`src/sv/srld_pkg.sv`:
```
`timescale 1ns / 1ps
// ----------------------------------------------------------------------------
// srld_pkg
// Shared types and constants of the S-record line decoder.
// ----------------------------------------------------------------------------
package srld_pkg;

	// Start addresses at or above this limit are rejected.
	localparam logic [24:0] ADDR_LIMIT = 25'd32768;

	localparam logic [7:0] CHAR_NL = 8'd10;
	localparam logic [7:0] CHAR_S  = 8'h53;
	localparam logic [7:0] CHAR_1  = 8'h31;
	localparam logic [7:0] CHAR_2  = 8'h32;
	localparam logic [7:0] CHAR_A  = 8'h41;

	localparam logic [5:0] ADDR_START   = 6'd4;
	localparam logic [5:0] DSTART_SHORT = 6'd8;
	localparam logic [5:0] DSTART_LONG  = 6'd10;
	localparam logic [5:0] DATA_DIGITS  = 6'd32;
	localparam logic [5:0] POS_MAX      = 6'd63;

	// Input kinds.
	localparam logic IN_CHAR = 1'b0;
	localparam logic IN_EOF  = 1'b1;

	// Result kinds.
	localparam logic [1:0] OUT_WRITE   = 2'd0;
	localparam logic [1:0] OUT_BAD     = 2'd1;
	localparam logic [1:0] OUT_SUMMARY = 2'd2;

	// Operations handed from the front to the back.
	typedef enum logic [1:0] {
		OP_ADDR,   // one address digit
		OP_HI,     // high nibble of a data byte
		OP_LO,     // low nibble, completes a byte write
		OP_EOF     // end of file
	} q_op_t;

	typedef struct packed {
		q_op_t      op;
		logic [3:0] nib;
		logic       first;   // first address digit of the line
		logic       last;    // last address digit, range check
	} q_entry_t;

	typedef struct packed {
		logic empty;
		logic full;
	} q_stat_t;

endpackage

```
`src/sv/srld_front.sv`:
```
`timescale 1ns / 1ps
// ----------------------------------------------------------------------------
// srld_front
// Tracks line position and record type, turns characters into operations.
// ----------------------------------------------------------------------------
module srld_front import srld_pkg::*; (
	input  logic       clk,
	input  logic       arst_n,
	input  logic       in_valid,
	output logic       in_ready,
	input  logic       in_kind,
	input  logic [7:0] in_char,
	input  q_stat_t    q_stat,
	output logic       push,
	output q_entry_t   push_entry
);

	logic [5:0] pos_q;
	logic       long_q;
	logic       ignored_q;

	logic       acc;
	logic [5:0] dstart;
	logic [5:0] rel;
	logic [7:0] hex_off;
	logic [3:0] nib;

	assign in_ready = !q_stat.full;
	assign acc      = in_valid && in_ready;
	assign dstart   = long_q ? DSTART_LONG : DSTART_SHORT;
	assign rel      = pos_q - dstart;
	// letter: c - 'A' + 10, digit: c - '0', both kept mod 16
	assign hex_off  = in_char + 8'd9;
	assign nib      = (in_char >= CHAR_A) ? hex_off[3:0] : in_char[3:0];

	always_comb begin
		push             = 1'b0;
		push_entry.op    = OP_EOF;
		push_entry.nib   = nib;
		push_entry.first = (pos_q == ADDR_START);
		push_entry.last  = (pos_q == dstart - 6'd1);
		if (acc) begin
			if (in_kind == IN_EOF) begin
				push = 1'b1;
			end else if (in_char != CHAR_NL && !ignored_q && pos_q >= ADDR_START) begin
				if (pos_q < dstart) begin
					push          = 1'b1;
					push_entry.op = OP_ADDR;
				end else if (pos_q < dstart + DATA_DIGITS) begin
					push          = 1'b1;
					push_entry.op = rel[0] ? OP_LO : OP_HI;
				end
			end
		end
	end

	always_ff @(posedge clk or negedge arst_n) begin
		if (!arst_n) begin
			pos_q     <= '0;
			long_q    <= 1'b0;
			ignored_q <= 1'b0;
		end else if (acc) begin
			if (in_kind == IN_EOF || in_char == CHAR_NL) begin
				pos_q     <= '0;
				long_q    <= 1'b0;
				ignored_q <= 1'b0;
			end else begin
				if (pos_q != POS_MAX)
					pos_q <= pos_q + 6'd1;
				if (!ignored_q) begin
					if (pos_q == 6'd0) begin
						if (in_char != CHAR_S)
							ignored_q <= 1'b1;
					end else if (pos_q == 6'd1) begin
						if (in_char == CHAR_1)
							long_q <= 1'b0;
						else if (in_char == CHAR_2)
							long_q <= 1'b1;
						else
							ignored_q <= 1'b1;
					end
				end
			end
		end
	end

endmodule

```
`src/sv/srld_queue.sv`:
```
`timescale 1ns / 1ps
// ----------------------------------------------------------------------------
// srld_queue
// Two-entry queue of operations between the front and the back.
// ----------------------------------------------------------------------------
module srld_queue import srld_pkg::*; (
	input  logic     clk,
	input  logic     arst_n,
	input  logic     push,
	input  q_entry_t push_entry,
	input  logic     pop,
	output q_entry_t pop_entry,
	output q_stat_t  q_stat
);

	q_entry_t   mem_q [2];
	logic       wr_ptr_q;
	logic       rd_ptr_q;
	logic [1:0] count_q;

	assign q_stat.empty = (count_q == 2'd0);
	assign q_stat.full  = (count_q == 2'd2);
	assign pop_entry    = mem_q[rd_ptr_q];

	always_ff @(posedge clk) begin
		if (push)
			mem_q[wr_ptr_q] <= push_entry;
	end

	always_ff @(posedge clk or negedge arst_n) begin
		if (!arst_n) begin
			wr_ptr_q <= 1'b0;
			rd_ptr_q <= 1'b0;
			count_q  <= '0;
		end else begin
			if (push)
				wr_ptr_q <= !wr_ptr_q;
			if (pop)
				rd_ptr_q <= !rd_ptr_q;
			if (push && !pop)
				count_q <= count_q + 2'd1;
			else if (pop && !push)
				count_q <= count_q - 2'd1;
		end
	end

endmodule

```
`src/sv/srld_back.sv`:
```
`timescale 1ns / 1ps
// ----------------------------------------------------------------------------
// srld_back
// Builds addresses, emits byte writes, range errors and end-of-file summaries.
// ----------------------------------------------------------------------------
module srld_back import srld_pkg::*; (
	input  logic        clk,
	input  logic        arst_n,
	input  q_stat_t     q_stat,
	input  q_entry_t    op_entry,
	output logic        pop,
	output logic        out_valid,
	input  logic        out_ready,
	output logic [1:0]  out_kind,
	output logic [63:0] out_data
);

	logic [23:0] addr_q;
	logic [3:0]  hi_q;
	logic [15:0] high_end_q;
	logic        stopped_q;
	logic        valid_q;
	logic [1:0]  kind_q;
	logic [63:0] data_q;

	logic [23:0] addr_next;
	logic [23:0] addr_inc;
	logic [15:0] end_addr;
	logic        range_bad;

	assign pop       = !q_stat.empty && (!valid_q || out_ready);
	assign addr_next = op_entry.first ? {20'd0, op_entry.nib} : {addr_q[19:0], op_entry.nib};
	assign range_bad = op_entry.last && ({1'b0, addr_next} >= ADDR_LIMIT);
	assign addr_inc  = addr_q + 24'd1;
	// end address saturates at 16 bits, including the wrap to zero
	assign end_addr  = (addr_inc == 24'd0 || addr_inc[23:16] != 8'd0) ? 16'hFFFF
		: addr_inc[15:0];

	assign out_valid = valid_q;
	assign out_kind  = kind_q;
	assign out_data  = data_q;

	always_ff @(posedge clk or negedge arst_n) begin
		if (!arst_n) begin
			addr_q     <= '0;
			hi_q       <= '0;
			high_end_q <= '0;
			stopped_q  <= 1'b0;
			valid_q    <= 1'b0;
			kind_q     <= OUT_WRITE;
			data_q     <= '0;
		end else begin
			if (out_ready)
				valid_q <= 1'b0;
			if (pop) begin
				if (op_entry.op == OP_EOF) begin
					valid_q    <= 1'b1;
					kind_q     <= OUT_SUMMARY;
					data_q     <= {high_end_q, 48'd0};
					addr_q     <= '0;
					hi_q       <= '0;
					high_end_q <= '0;
					stopped_q  <= 1'b0;
				end else if (!stopped_q) begin
					case (op_entry.op)
						OP_ADDR: begin
							addr_q <= addr_next;
							if (range_bad) begin
								valid_q   <= 1'b1;
								kind_q    <= OUT_BAD;
								data_q    <= {16'd0, addr_next, 24'd0};
								stopped_q <= 1'b1;
							end
						end
						OP_HI: begin
							hi_q <= op_entry.nib;
						end
						OP_LO: begin
							valid_q <= 1'b1;
							kind_q  <= OUT_WRITE;
							data_q  <= {40'd0, hi_q, op_entry.nib, addr_q[15:0]};
							addr_q  <= addr_inc;
							if (end_addr > high_end_q)
								high_end_q <= end_addr;
						end
						default: begin
						end
					endcase
				end
			end
		end
	end

endmodule

```
`src/sv/srecord_line_decoder.sv`:
```
`timescale 1ns / 1ps
// ----------------------------------------------------------------------------
// srecord_line_decoder
// S-record text decoder: one character per beat in, byte writes out.
// ----------------------------------------------------------------------------
// Takes one character per clock, sustained, as long as the result side keeps
// up. A front stage tracks the line position and record type (S1 or S2) and
// turns each character into an operation; a two-entry queue hands those to a
// back stage that builds the address, pairs data nibbles into bytes and keeps
// the highest end address. Each operation is registered in the queue and each
// result is held in an output register; while a result waits the queue
// takes up to two more operations before the input stalls. Throughput is
// bounded by the one queue pop per clock in the back stage. Only the first 32
// data digits of a record are written; byte count and checksum are not
// checked. A start address at or above 32768 gives one error beat and silences
// the file until end of file, which always gives a summary beat and clears all
// state.
// ----------------------------------------------------------------------------
module srecord_line_decoder import srld_pkg::*; (
	input  logic        clk,
	input  logic        arst_n,
	input  logic        s_tvalid,
	output logic        s_tready,
	input  logic [7:0]  s_tdata,    // [7:0] char_code
	input  logic        s_tuser,    // [0] kind
	output logic        m_tvalid,
	input  logic        m_tready,
	output logic [63:0] m_tdata,    // [15:0] write_address, [23:16] write_byte,
	                                // [47:24] bad_address, [63:48] rom_length
	output logic [1:0]  m_tuser     // [1:0] out_kind
);

	q_stat_t  q_stat;
	q_entry_t push_entry;
	q_entry_t pop_entry;
	logic     push;
	logic     pop;

	// Front: line parsing and classification of each character beat.
	srld_front u_front (
		.clk        (clk),
		.arst_n     (arst_n),
		.in_valid   (s_tvalid),
		.in_ready   (s_tready),
		.in_kind    (s_tuser),
		.in_char    (s_tdata),
		.q_stat     (q_stat),
		.push       (push),
		.push_entry (push_entry)
	);

	// Decouples the front from output back-pressure.
	srld_queue u_queue (
		.clk        (clk),
		.arst_n     (arst_n),
		.push       (push),
		.push_entry (push_entry),
		.pop        (pop),
		.pop_entry  (pop_entry),
		.q_stat     (q_stat)
	);

	// Back: address arithmetic and result register.
	srld_back u_back (
		.clk        (clk),
		.arst_n     (arst_n),
		.q_stat     (q_stat),
		.op_entry   (pop_entry),
		.pop        (pop),
		.out_valid  (m_tvalid),
		.out_ready  (m_tready),
		.out_kind   (m_tuser),
		.out_data   (m_tdata)
	);

	// Never pop an empty queue.
	assert property (@(posedge clk) disable iff (!arst_n) pop |-> !q_stat.empty)
		else $error("queue popped while empty");

	// Never push into a full queue.
	assert property (@(posedge clk) disable iff (!arst_n) push |-> !q_stat.full)
		else $error("queue pushed while full");

	// Result kind is one of the three defined codes.
	assert property (@(posedge clk) disable iff (!arst_n)
		m_tvalid |-> (m_tuser == OUT_WRITE || m_tuser == OUT_BAD || m_tuser == OUT_SUMMARY))
		else $error("undefined result kind");

	// On write and summary beats, fields that do not belong to the result kind are zero.
	assert property (@(posedge clk) disable iff (!arst_n)
		(m_tvalid && m_tuser == OUT_WRITE) |-> (m_tdata[63:24] == 40'd0))
		else $error("write beat carries stray fields");

	assert property (@(posedge clk) disable iff (!arst_n)
		(m_tvalid && m_tuser == OUT_SUMMARY) |-> (m_tdata[47:0] == 48'd0))
		else $error("summary beat carries stray fields");

endmodule

```
`config.mk`:
```
export PLATFORM = sky130hd
export DESIGN_NAME = srecord_line_decoder
export DESIGN_NICKNAME = d
export VERILOG_FILES = /design/src/sv/srld_pkg.sv /design/src/sv/srld_front.sv /design/src/sv/srld_queue.sv /design/src/sv/srld_back.sv /design/src/sv/srecord_line_decoder.sv
export SDC_FILE = /design/constraint.sdc
export NUM_CORES = 1
export LEC_CHECK = 0
export BUFFER_PORTS_ARGS = -buffer_cell sky130_fd_sc_hd__buf_2
export CAP_MARGIN = 20
export CORE_ASPECT_RATIO = 0.75
export CORE_MARGIN = 2
export CORE_UTILIZATION = 64
export CTS_CLUSTER_DIAMETER = 200
export CTS_CLUSTER_SIZE = 8
export DETAILED_ROUTE_END_ITERATION = 10
export PLACE_DENSITY = 0.86
export SLEW_MARGIN = 20
export SYNTH_ARGS = -nofsm -noshare
export SYNTH_HDL_FRONTEND = slang
export SYNTH_HIERARCHICAL = 1
export SYNTH_SLANG_ARGS = --single-unit
```
`constraint.sdc`:
```
create_clock -name clk -period 9.67 [get_ports clk]
set_clock_uncertainty 0.15 [all_clocks]
set_input_delay 1.4505 -clock clk [delete_from_list [all_inputs] [get_ports clk]]
set_output_delay 1.4505 -clock clk [all_outputs]
set_load 0.1 [all_outputs]
```
* Word level (Yosys, flattened, before mapping) *
Memory sizes are Yosys's and may differ from the RTL's.
Index checks and enable logic that the tools add are counted.

storage, ports and cells
  output and inout bits = 68
  register bits after elaboration = 124
  input bits = 13
  word-level logic and storage cells = 144
  memory bits (writable) = 16
  memories = 1

cells by class
  $lt $le $gt $ge = 6
  $add $sub $neg = 8
  reduce and logical (&&, ||, !) cells = 37
  multiplexer cells = 62
  eq/ne operators = 17

memories
  memory         depth  width  read ports  clocked after memory_dff  write ports  RTL line          RTL
  u_queue.mem_q  2      8      1           0                         1            srld_queue.sv:16  q_entry_t mem_q [2];

operator list
  cell                                                                 count
  2-to-1 mux 64 bit                                                    3
  one-hot mux 64 bit (2 select lines)                                  1
  2-to-1 mux 16 bit                                                    5
  2-to-1 mux 24 bit                                                    3
  one-hot mux 24 bit (2 select lines)                                  1
  2-to-1 mux 1 bit                                                     29
  adder 24 x 1 -> 24 bit, second input constant                        1
  greater-or-equal comparator 24 x 16 -> 1 bit, second input constant  1
  zero test 24 bit                                                     1
  2-to-1 mux 2 bit                                                     12
  == test 8 x 6 -> 1 bit, second input constant                        2
  > comparator 16 bit                                                  1
  2-to-1 mux 4 bit                                                     4
  2-to-1 mux 6 bit                                                     2
  nonzero test 2 bit                                                   6
  == test 8 x 4 -> 1 bit, second input constant                        1
  greater-or-equal comparator 8 x 7 -> 1 bit, second input constant    1
  zero test 1 bit                                                      8
  inequality test 8 x 4 -> 1 bit, second input constant                1
  inequality test 8 x 7 -> 1 bit, second input constant                1
  AND reduction 4 bit                                                  2
  nonzero test 8 bit                                                   1
  logical AND 1 bit                                                    7
  adder 4 x 6 -> 6 bit, second input constant                          1
  other kinds (27)                                                     35

* Longest topological paths before layout *
Gate-level depths: netlist of run 1.

  depth in word-level cells = 12
  gate-level depth with buffers = 20
  mapped depth without buffers = 16

* By module *
The synthesis of run 1 kept the hierarchy.

by module, submodules not included
  module      sequential area each (um^2)  area each (um^2)  cells an instance  times used
  srld_back   2,802.7                      6,024.5           676                1
  srld_front  200.2                        857.1             97                 1
  srld_queue  580.6                        770.7             41                 1

* Least setup slack after synthesis of run 1 *
Ideal clock, no wire load.

  path type = register -> register
  start point = register u_back.addr_q[1]
  end point = register u_back.high_end_q[10]
  setup time = 78 ps
  data arrival time = 4,126 ps
  required time = 9,442 ps
  path buffers = 4
  period minus slack after synthesis = 4,354 ps
  stages on the path, launching flop included = 20
  setup slack = 5,316 ps
  cell sequence = dfrtp_1 > ha_1 > clkbuf_1 > nand2_1 > nor4_1 > nand4_1 > xor2_1 > and4_1 > clkbuf_1 > buf_4 > nor3_2 > inv_1 > ha_1 > a21o_1 > a21o_1 > a21oi_1 > o2111ai_1 > a21oi_1 > clkbuf_1 > o2bb2ai_1

between the ends
  cells in the longest elaborated chain, start to end = 8
  elaborated cells on any way between the ends = 12
  those cells by class = 1 x add/sub; 1 x order compare; 5 x mux; 5 x reduce/logical

RTL lines
  element                                                        RTL line         RTL
  start: declaration                                             srld_back.sv:18  logic [23:0] addr_q;
  start signal: assignment                                       srld_back.sv:67  addr_q <= addr_next;
  start signal: assignment                                       srld_back.sv:82  addr_q <= addr_inc;
  adder 24 x 1 -> 24 bit (*)                                     srld_back.sv:34  assign addr_inc = addr_q + 24'd1;
  zero test 24 bit / nonzero test 8 bit (equally long branches)  srld_back.sv:36  assign end_addr = (addr_inc == 24'd0 || addr_inc[23:16] != 8'd0) ? 16'hFFFF
  logical OR 1 bit                                               srld_back.sv:36
  2-to-1 mux 16 bit (*)                                          srld_back.sv:36
  branches (longest 4 deep; another with > comparator 16 bit)    -
  end signal: assignment                                         srld_back.sv:84  high_end_q <= end_addr;
  end: declaration                                               srld_back.sv:20  logic [15:0] high_end_q;

Every way passes the cells marked *. The select of a mux whose other input is x is not followed.
A chain may end at the register's enable or synchronous reset.

* Worst setup path in the final report of run 1 *
  start point = register u_back.addr_q[4]
  end point = register u_back.high_end_q[4]

Same word-level chain as after synthesis.

==> results of run 1 <==
[power groups by stage]
stage	Combinational, mW	Clock, mW	Sequential [mW]
finish	1.67	0.703	0.920
global route	1.81	0.740	0.940
CTS	1.65	0.709	0.913
detailed placement	1.61	0	0.922
global placement	1.56	0	0.914
floorplan	0.999	0	1.18
[kinds of logic (layout without fill, tap and decap cells)]
logic type / Yosys count / in the layout
flops: 140 / 140
mux: 16 / 16
xor+xnor: 25 / 25
compound gates: 210 / 210
buf+inv: 111 / 169
fa+ha+maj: 28 / 28
simple gates: 284 / 284
[routing by layer]
metal	part of all wire	wire length, microns
met5	0	0
met4	0.015	304
met3	0.079	1560
met2	0.46	9060
met1	0.45	8910
[metrics by stage]
stage | setup slack (ps) | hold WS [ps] | instance area [sq um] | std cells | utilization
floorplan | 5320 | 305 | 7650 | 814 | -
global placement | 4250 | 306 | 8030 | 1001 | 0.691
detailed placement | 4470 | 311 | 8030 | 1001 | 0.692
CTS | 4280 | 324 | 8670 | 1033 | 0.747
global route | 3780 | 347 | 8690 | 1034 | 0.748
finish | 4150 | 321 | 8690 | 1034 | 0.748
[sequential cells by signal, indices dropped and copies added (netlist names)]
register,cells
u_back/addr_q,24
u_back/hi_q,4
u_back/high_end_q,16
u_back/out_data,64
u_back/out_kind,2
u_back/out_valid,1
u_back/stopped_q,1
u_front/ignored_q,1
u_front/long_q,1
u_front/pos_q,6
u_queue/count_q,2
u_queue/mem_q,16
u_queue/rd_ptr_q,1
u_queue/wr_ptr_q,1
[worst paths after layout]
kind / endpoint / slack (ps) / cells after the start
max in group asynchronous: u_back/out_data[57]$_DFFE_PN0P_ / 7070 / 2
setup reg to reg: u_back/high_end_q[4]$_DFFE_PN0P_ / 4150 / 15
hold / removal: u_back/out_data[3]$_DFFE_PN0P_ / 320 / 2
hold reg to reg: u_back/out_data[3]$_DFFE_PN0P_ / 320 / 2
min in group asynchronous: u_back/out_data[43]$_DFFE_PN0P_ / 900 / 1
setup / recovery: u_back/high_end_q[4]$_DFFE_PN0P_ / 4150 / 15
[synth_stat cells, types with 7 or more instances]
| cell type | number | area (sq um) |
|---|---|---|
| nand2_1 | 145 | 544 |
| dfrtp_1 | 124 | 3100 |
| o21ai_0 | 77 | 385 |
| inv_1 | 50 | 188 |
| clkbuf_1 | 38 | 143 |
| a21oi_1 | 36 | 180 |
| ha_1 | 27 | 338 |
| nor2_1 | 27 | 101 |
| a22o_1 | 20 | 175 |
| nor3_1 | 19 | 95.1 |
| xnor2_1 | 18 | 158 |
| edfxtp_1 | 16 | 480 |
| o2bb2ai_1 | 16 | 140 |
| a21o_1 | 15 | 113 |
| mux2_2 | 13 | 146 |
| nand4_1 | 13 | 81.3 |
| o31ai_1 | 12 | 90.1 |
| nor3_2 | 11 | 110 |
| buf_2 | 10 | 50.1 |
| nor4_1 | 10 | 62.6 |
| nand3_1 | 8 | 40.0 |
| buf_6 | 7 | 78.8 |
| nand2b_1 | 7 | 43.8 |
| xor2_1 | 7 | 61.3 |
[cell type report]
class                           instances  area, sq um  area share
Tap cell                              162          203      0.0233
Clock buffer                           19          464      0.0534
Sequential cell                       140         3580       0.412
Timing Repair Buffer                   87          462      0.0531
Multi-Input combinational cell        563         3610       0.416
Clock inverter                         13          176      0.0203
Inverter                               50          188      0.0216
[worst reg2reg max path, delay by kind of cell (launching register included)]
kind / cells / cell delay (ps)
simple gates: 7 / 2430
compound gates: 6 / 1800
flops: 1 / 670
fa+ha+maj: 1 / 300
buf+inv: 1 / 80
==> flow_metrics.tcl, run 1 <==
set metrics [dict create \
    status "finished, final reports clean" \
    cp_num_buf_inv 1 \
    synth_enable_flop_cells 16 \
    synthSimpleGateAreaFrac 0.192 \
    chipHeight_microns 98.7 \
    wl_per_cell_microns 19.2 \
    synth.avg_cell_area_sq_um 9.40 \
    tightest_slew_ps 1120 \
    dr.pass1.iters 6 \
    io_buffer_count 80 \
    seq_area_frac_synth 0.468 \
    total_leakage_power_nw 3.90 \
    synth_top_family_by_area "simple AND/OR/NAND/NOR gates" \
    synth_cells 814 \
    overflow 0 \
    cts_sinks 140 \
    timing.final.crit_share 0.571 \
    clk_pin_slew_worst_paths_ps 60 \
    rsz0062_at_grt "false" \
    period_minus_slack_ps 5520 \
    clkPwrFrac 0.213 \
    power_density_mw_per_mm2 379 \
    grt_use_met2 0.495 \
    path_max_fanout 16 \
    ys_async_sr_fraction 0.886 \
    syn_area_sq_mm 0.00765 \
    endpoint_kind "register" \
    finalSetupViolations 0 \
    numCtsBuffers 17 \
    dieArea_sq_mm 0.0129 \
    drv_cap 0 \
    yosysWarnings 6 \
    grt_max_degree 76 \
    viasPerCell 6.26 \
    synth_fp_nets 854 \
    num-nets-final 899 \
    muxShareOfSynthArea 0.0231 \
    cts_tree "yes" \
    track_usage 0.327 \
    p_int_mw 1.66 \
    p_switching_mw 1.64 \
    synthAdderAreaFrac 0.0455 \
    crit_path_top_delay_cell "a21oi_2" \
    rows 34 \
    drive_gt1_frac 0.190 \
    crit_required_ps 9850 \
    crit_start "u_back/addr_q[4]$_DFFE_PN0P_" \
    comb_power_share 0.508 \
    swShare 0.497 \
    hold_start "u_back/out_data[3]$_DFFE_PN0P_" \
    n_antenna_cell 0 \
    cts_resized 0 \
    grt_first_pass_wirelength_microns 32700 \
    layout_commonest_cell "nand2_1" \
    hold_viol_final 0 \
    ys.flop_type "dfrtp_1" \
    drt_wl_total_microns 19800 \
    fin_tns_setup_ps 0 \
    crit_family "simple AND/OR/NAND/NOR gates" \
    drtAntennaViolNets 0 \
    holdBufCountCts 0 \
    dp_hpwl_microns 13200 \
    drt-initial-drc-count 634 \
    crit_chain "nand2_1 > nor4_2 > a31oi_1 > nor4_2 > nand2_1 > nor4b_2 > inv_1 > ha_1 > nor2b_1 > o21ai_0 > nand2b_1 > a21oi_1 > o2111ai_1 > a21oi_2 > o2bb2ai_1" \
    vias 6478 \
    use_met3 0.0597 \
    relSlewSlack 0.254 \
    globalRouteMet1Util 0.486 \
    total_power_mw 3.30 \
    setup.worst_path.start_class "register" \
    synth-seq-cells 140 \
    yosys.area_share.xor_xnor 0.0286 \
    antenna_found_initial 0 \
    p_seq_frac 0.279 \
    grt_pass1_vias 6069 \
    die_w_microns 130 \
    area_delta_synth_final_pct 13.5 \
    critPathMaxStageDelay_ps 710 \
    hp-class "reg2reg" \
    clockBufferDepth 2 \
    postCtsSetupRepairBufs 0 \
    htreeDepth 4 \
    core_area_sq_mm 0.0116 \
    ios 81 \
    drc 0 \
    fmaxAchievable_mhz 181 \
    insertion_delay_ps 420 \
    busiest_layer "met2" \
    layout_common_cells "145 x nand2_1, 124 x dfrtp_1, 79 x buf_2" \
    synth_cell_types 65 \
    finalMaxSlewViolations 0 \
    synth_compound_area_frac 0.178 \
    final.fill_count 809 \
    peakVddDrop_uv 427 \
    crit-reg2reg-launch "u_back/addr_q[4]$_DFFE_PN0P_" \
    root_buffer "clkbuf_16" \
    arrival_ps 5700 \
    initial_utilization 0.659 \
    critical_path_class "reg2reg" \
    gp_congestion 0.948 \
]
Power figures use the tool's default switching activity.
==> run 2: changes to the inputs <==
CORE_UTILIZATION = 54   (was 64)
PLACE_DENSITY = 0.77   (was 0.86)
clock period = 4.6 ns   (was 9.67 ns; I/O delays follow)
==> flow_metrics.tcl, run 2 (same netlist as run 1, synthesis figures left out) <==
set metrics [dict create \
    largest_reg_flops 64 \
    cp_num_buf_inv 4 \
    crit-reg2reg-launch "u_back/addr_q[6]$_DFFE_PN0P_" \
    vias 6457 \
    holdBufCountCts 0 \
    dp_hpwl_microns 13000 \
    cpMostUsedCell "buf_4" \
    insertion_delay_ps 420 \
    drive_gt1_frac 0.226 \
    numCtsBuffers 17 \
    area_delta_synth_final_pct 17.2 \
    cts_sinks 140 \
    htreeDepth 4 \
    crit_start "u_back/addr_q[6]$_DFFE_PN0P_" \
    grt_first_pass_wirelength_microns 31500 \
    peakVddDrop_uv 510 \
    wl_per_cell_microns 17.7 \
    rows 37 \
    num-nets-final 942 \
    reg2reg_to "u_back/high_end_q[2]$_DFFE_PN0P_" \
    holdWs_ps 246 \
    period_minus_slack_ps 4350 \
    power_density_mw_per_mm2 780 \
    setup.worst_path.start_class "register" \
    drc 0 \
    r2r_slack_ps 250 \
    clk_pin_slew_worst_paths_ps 60 \
    cts_tree "yes" \
    arrival_ps 4490 \
    chipHeight_microns 107 \
    pre_cts_slack_ps 245 \
    overflow 0 \
    relSlewSlack 0.240 \
    ios 81 \
    timing.final.crit_share 0.946 \
    antenna_found_initial 0 \
    track_usage 0.265 \
    fin_ws_ps 247 \
    io_buffer_count 80 \
    layout_commonest_cell "nand2_1" \
    drtAntennaViolNets 0 \
    clockBufferDepth 2 \
    fmaxAchievable_mhz 230 \
    path_max_fanout 13 \
    drt-initial-drc-count 940 \
    drv_cap 0 \
    hp-class "in2async" \
    dr.pass1.iters 5 \
    grt_pass1_vias 6010 \
    n_antenna_cell 0 \
    viasPerCell 5.93 \
    crit_required_ps 4740 \
    tightest_slew_ps 1140 \
    dieArea_sq_mm 0.0151 \
    root_buffer "clkbuf_16" \
    core_area_sq_mm 0.0138 \
    endpoint "u_back/high_end_q[2]$_DFFE_PN0P_" \
    fin_tns_setup_ps 0 \
    crit_family "simple AND/OR/NAND/NOR gates" \
    cp.depth 18 \
    crit_chain "nand4_2 > or4_4 > o31a_1 > a211oi_1 > nand2_2 > buf_4 > buf_4 > nor3_2 > inv_1 > ha_1 > a21o_1 > a21oi_1 > nor2b_1 > o21ai_0 > o2111ai_1 > nand2_1 > buf_4 > o2bb2ai_1" \
    initial_utilization 0.555 \
    hold_viol_final 0 \
    status "finished, final reports clean" \
    gp_congestion 0.937 \
    layout_common_cells "144 x nand2_1, 124 x dfrtp_1, 79 x buf_2" \
    crit_path_top_delay_cell "or4_4" \
    final.fill_count 1117 \
    critPathMaxStageDelay_ps 560 \
    grt_max_degree 67 \
    drt_wl_total_microns 19200 \
    finalMaxSlewViolations 0 \
    total_leakage_power_nw 4.10 \
    rr_worst_depth 18 \
    die_w_microns 141 \
    finalSetupViolations 0 \
    critical_path_class "reg2reg" \
    endpoint_kind "register" \
]
-- run 2: what timing repair did --
item,4_1_cts,5_1_grt
endpoints found under the setup margin,0,16
buffers inserted,0,4
gates resized for setup,0,4
-- run 2: cell type report --
cell class / instances / area, sq um / area share
well taps: 175 / 219 / 0.0244
clock buffers: 23 / 499 / 0.0557
multi-input cells: 563 / 3610 / 0.403
flip-flops and latches: 140 / 3580 / 0.400
inverters: 50 / 188 / 0.0209
clock inverters: 7 / 87.6 / 0.00977
repair buffers: 130 / 778 / 0.0868
-- run 2: how the worst min path moves through the flow --
stage / end / from / cells past startpoint / slack [ps]
after floorplan: u_back/addr_q[0]$_DFFE_PN0P_ / arst_n / 0 / 240
after global placement: u_back/out_data[8]$_DFFE_PN0P_ / u_back/out_data[8]$_DFFE_PN0P_ / 2 / 310
after detailed placement: u_back/out_data[39]$_DFFE_PN0P_ / u_back/out_data[39]$_DFFE_PN0P_ / 2 / 310
after CTS: u_front/pos_q[3]$_DFFE_PN0P_ / arst_n / 1 / 280
after global routing: u_front/pos_q[3]$_DFFE_PN0P_ / arst_n / 1 / 310
final: u_front/pos_q[2]$_DFFE_PN0P_ / arst_n / 1 / 250
-- run 2: power by group --
group	switching (mW)	internal, mW	total, mW
Clock	0.493	0.863	1.36
Sequential	0.240	1.55	1.79
Combinational	2.62	1.23	3.85
-- run 2: metrics by stage --
step	cells	utilization	total power [mW]	cell area (sq um)
2_1_floorplan	814	-	4.59	7650
3_3_place_gp	1054	0.604	5.43	8340
3_5_place_dp	1054	0.604	5.48	8340
4_1_cts	1084	0.647	6.88	8920
5_1_grt	1088	0.650	7.45	8970
6_report	1088	0.650	7.00	8970
-- run 2: metal layers --
layer	wire, microns	vias up	track usage
met2	8170	322	0.385
li1	-	3048	-
met1	9060	3049	0.398
met4	343	0	0.0743
met3	1660	38	0.0616
met5	0	-	0
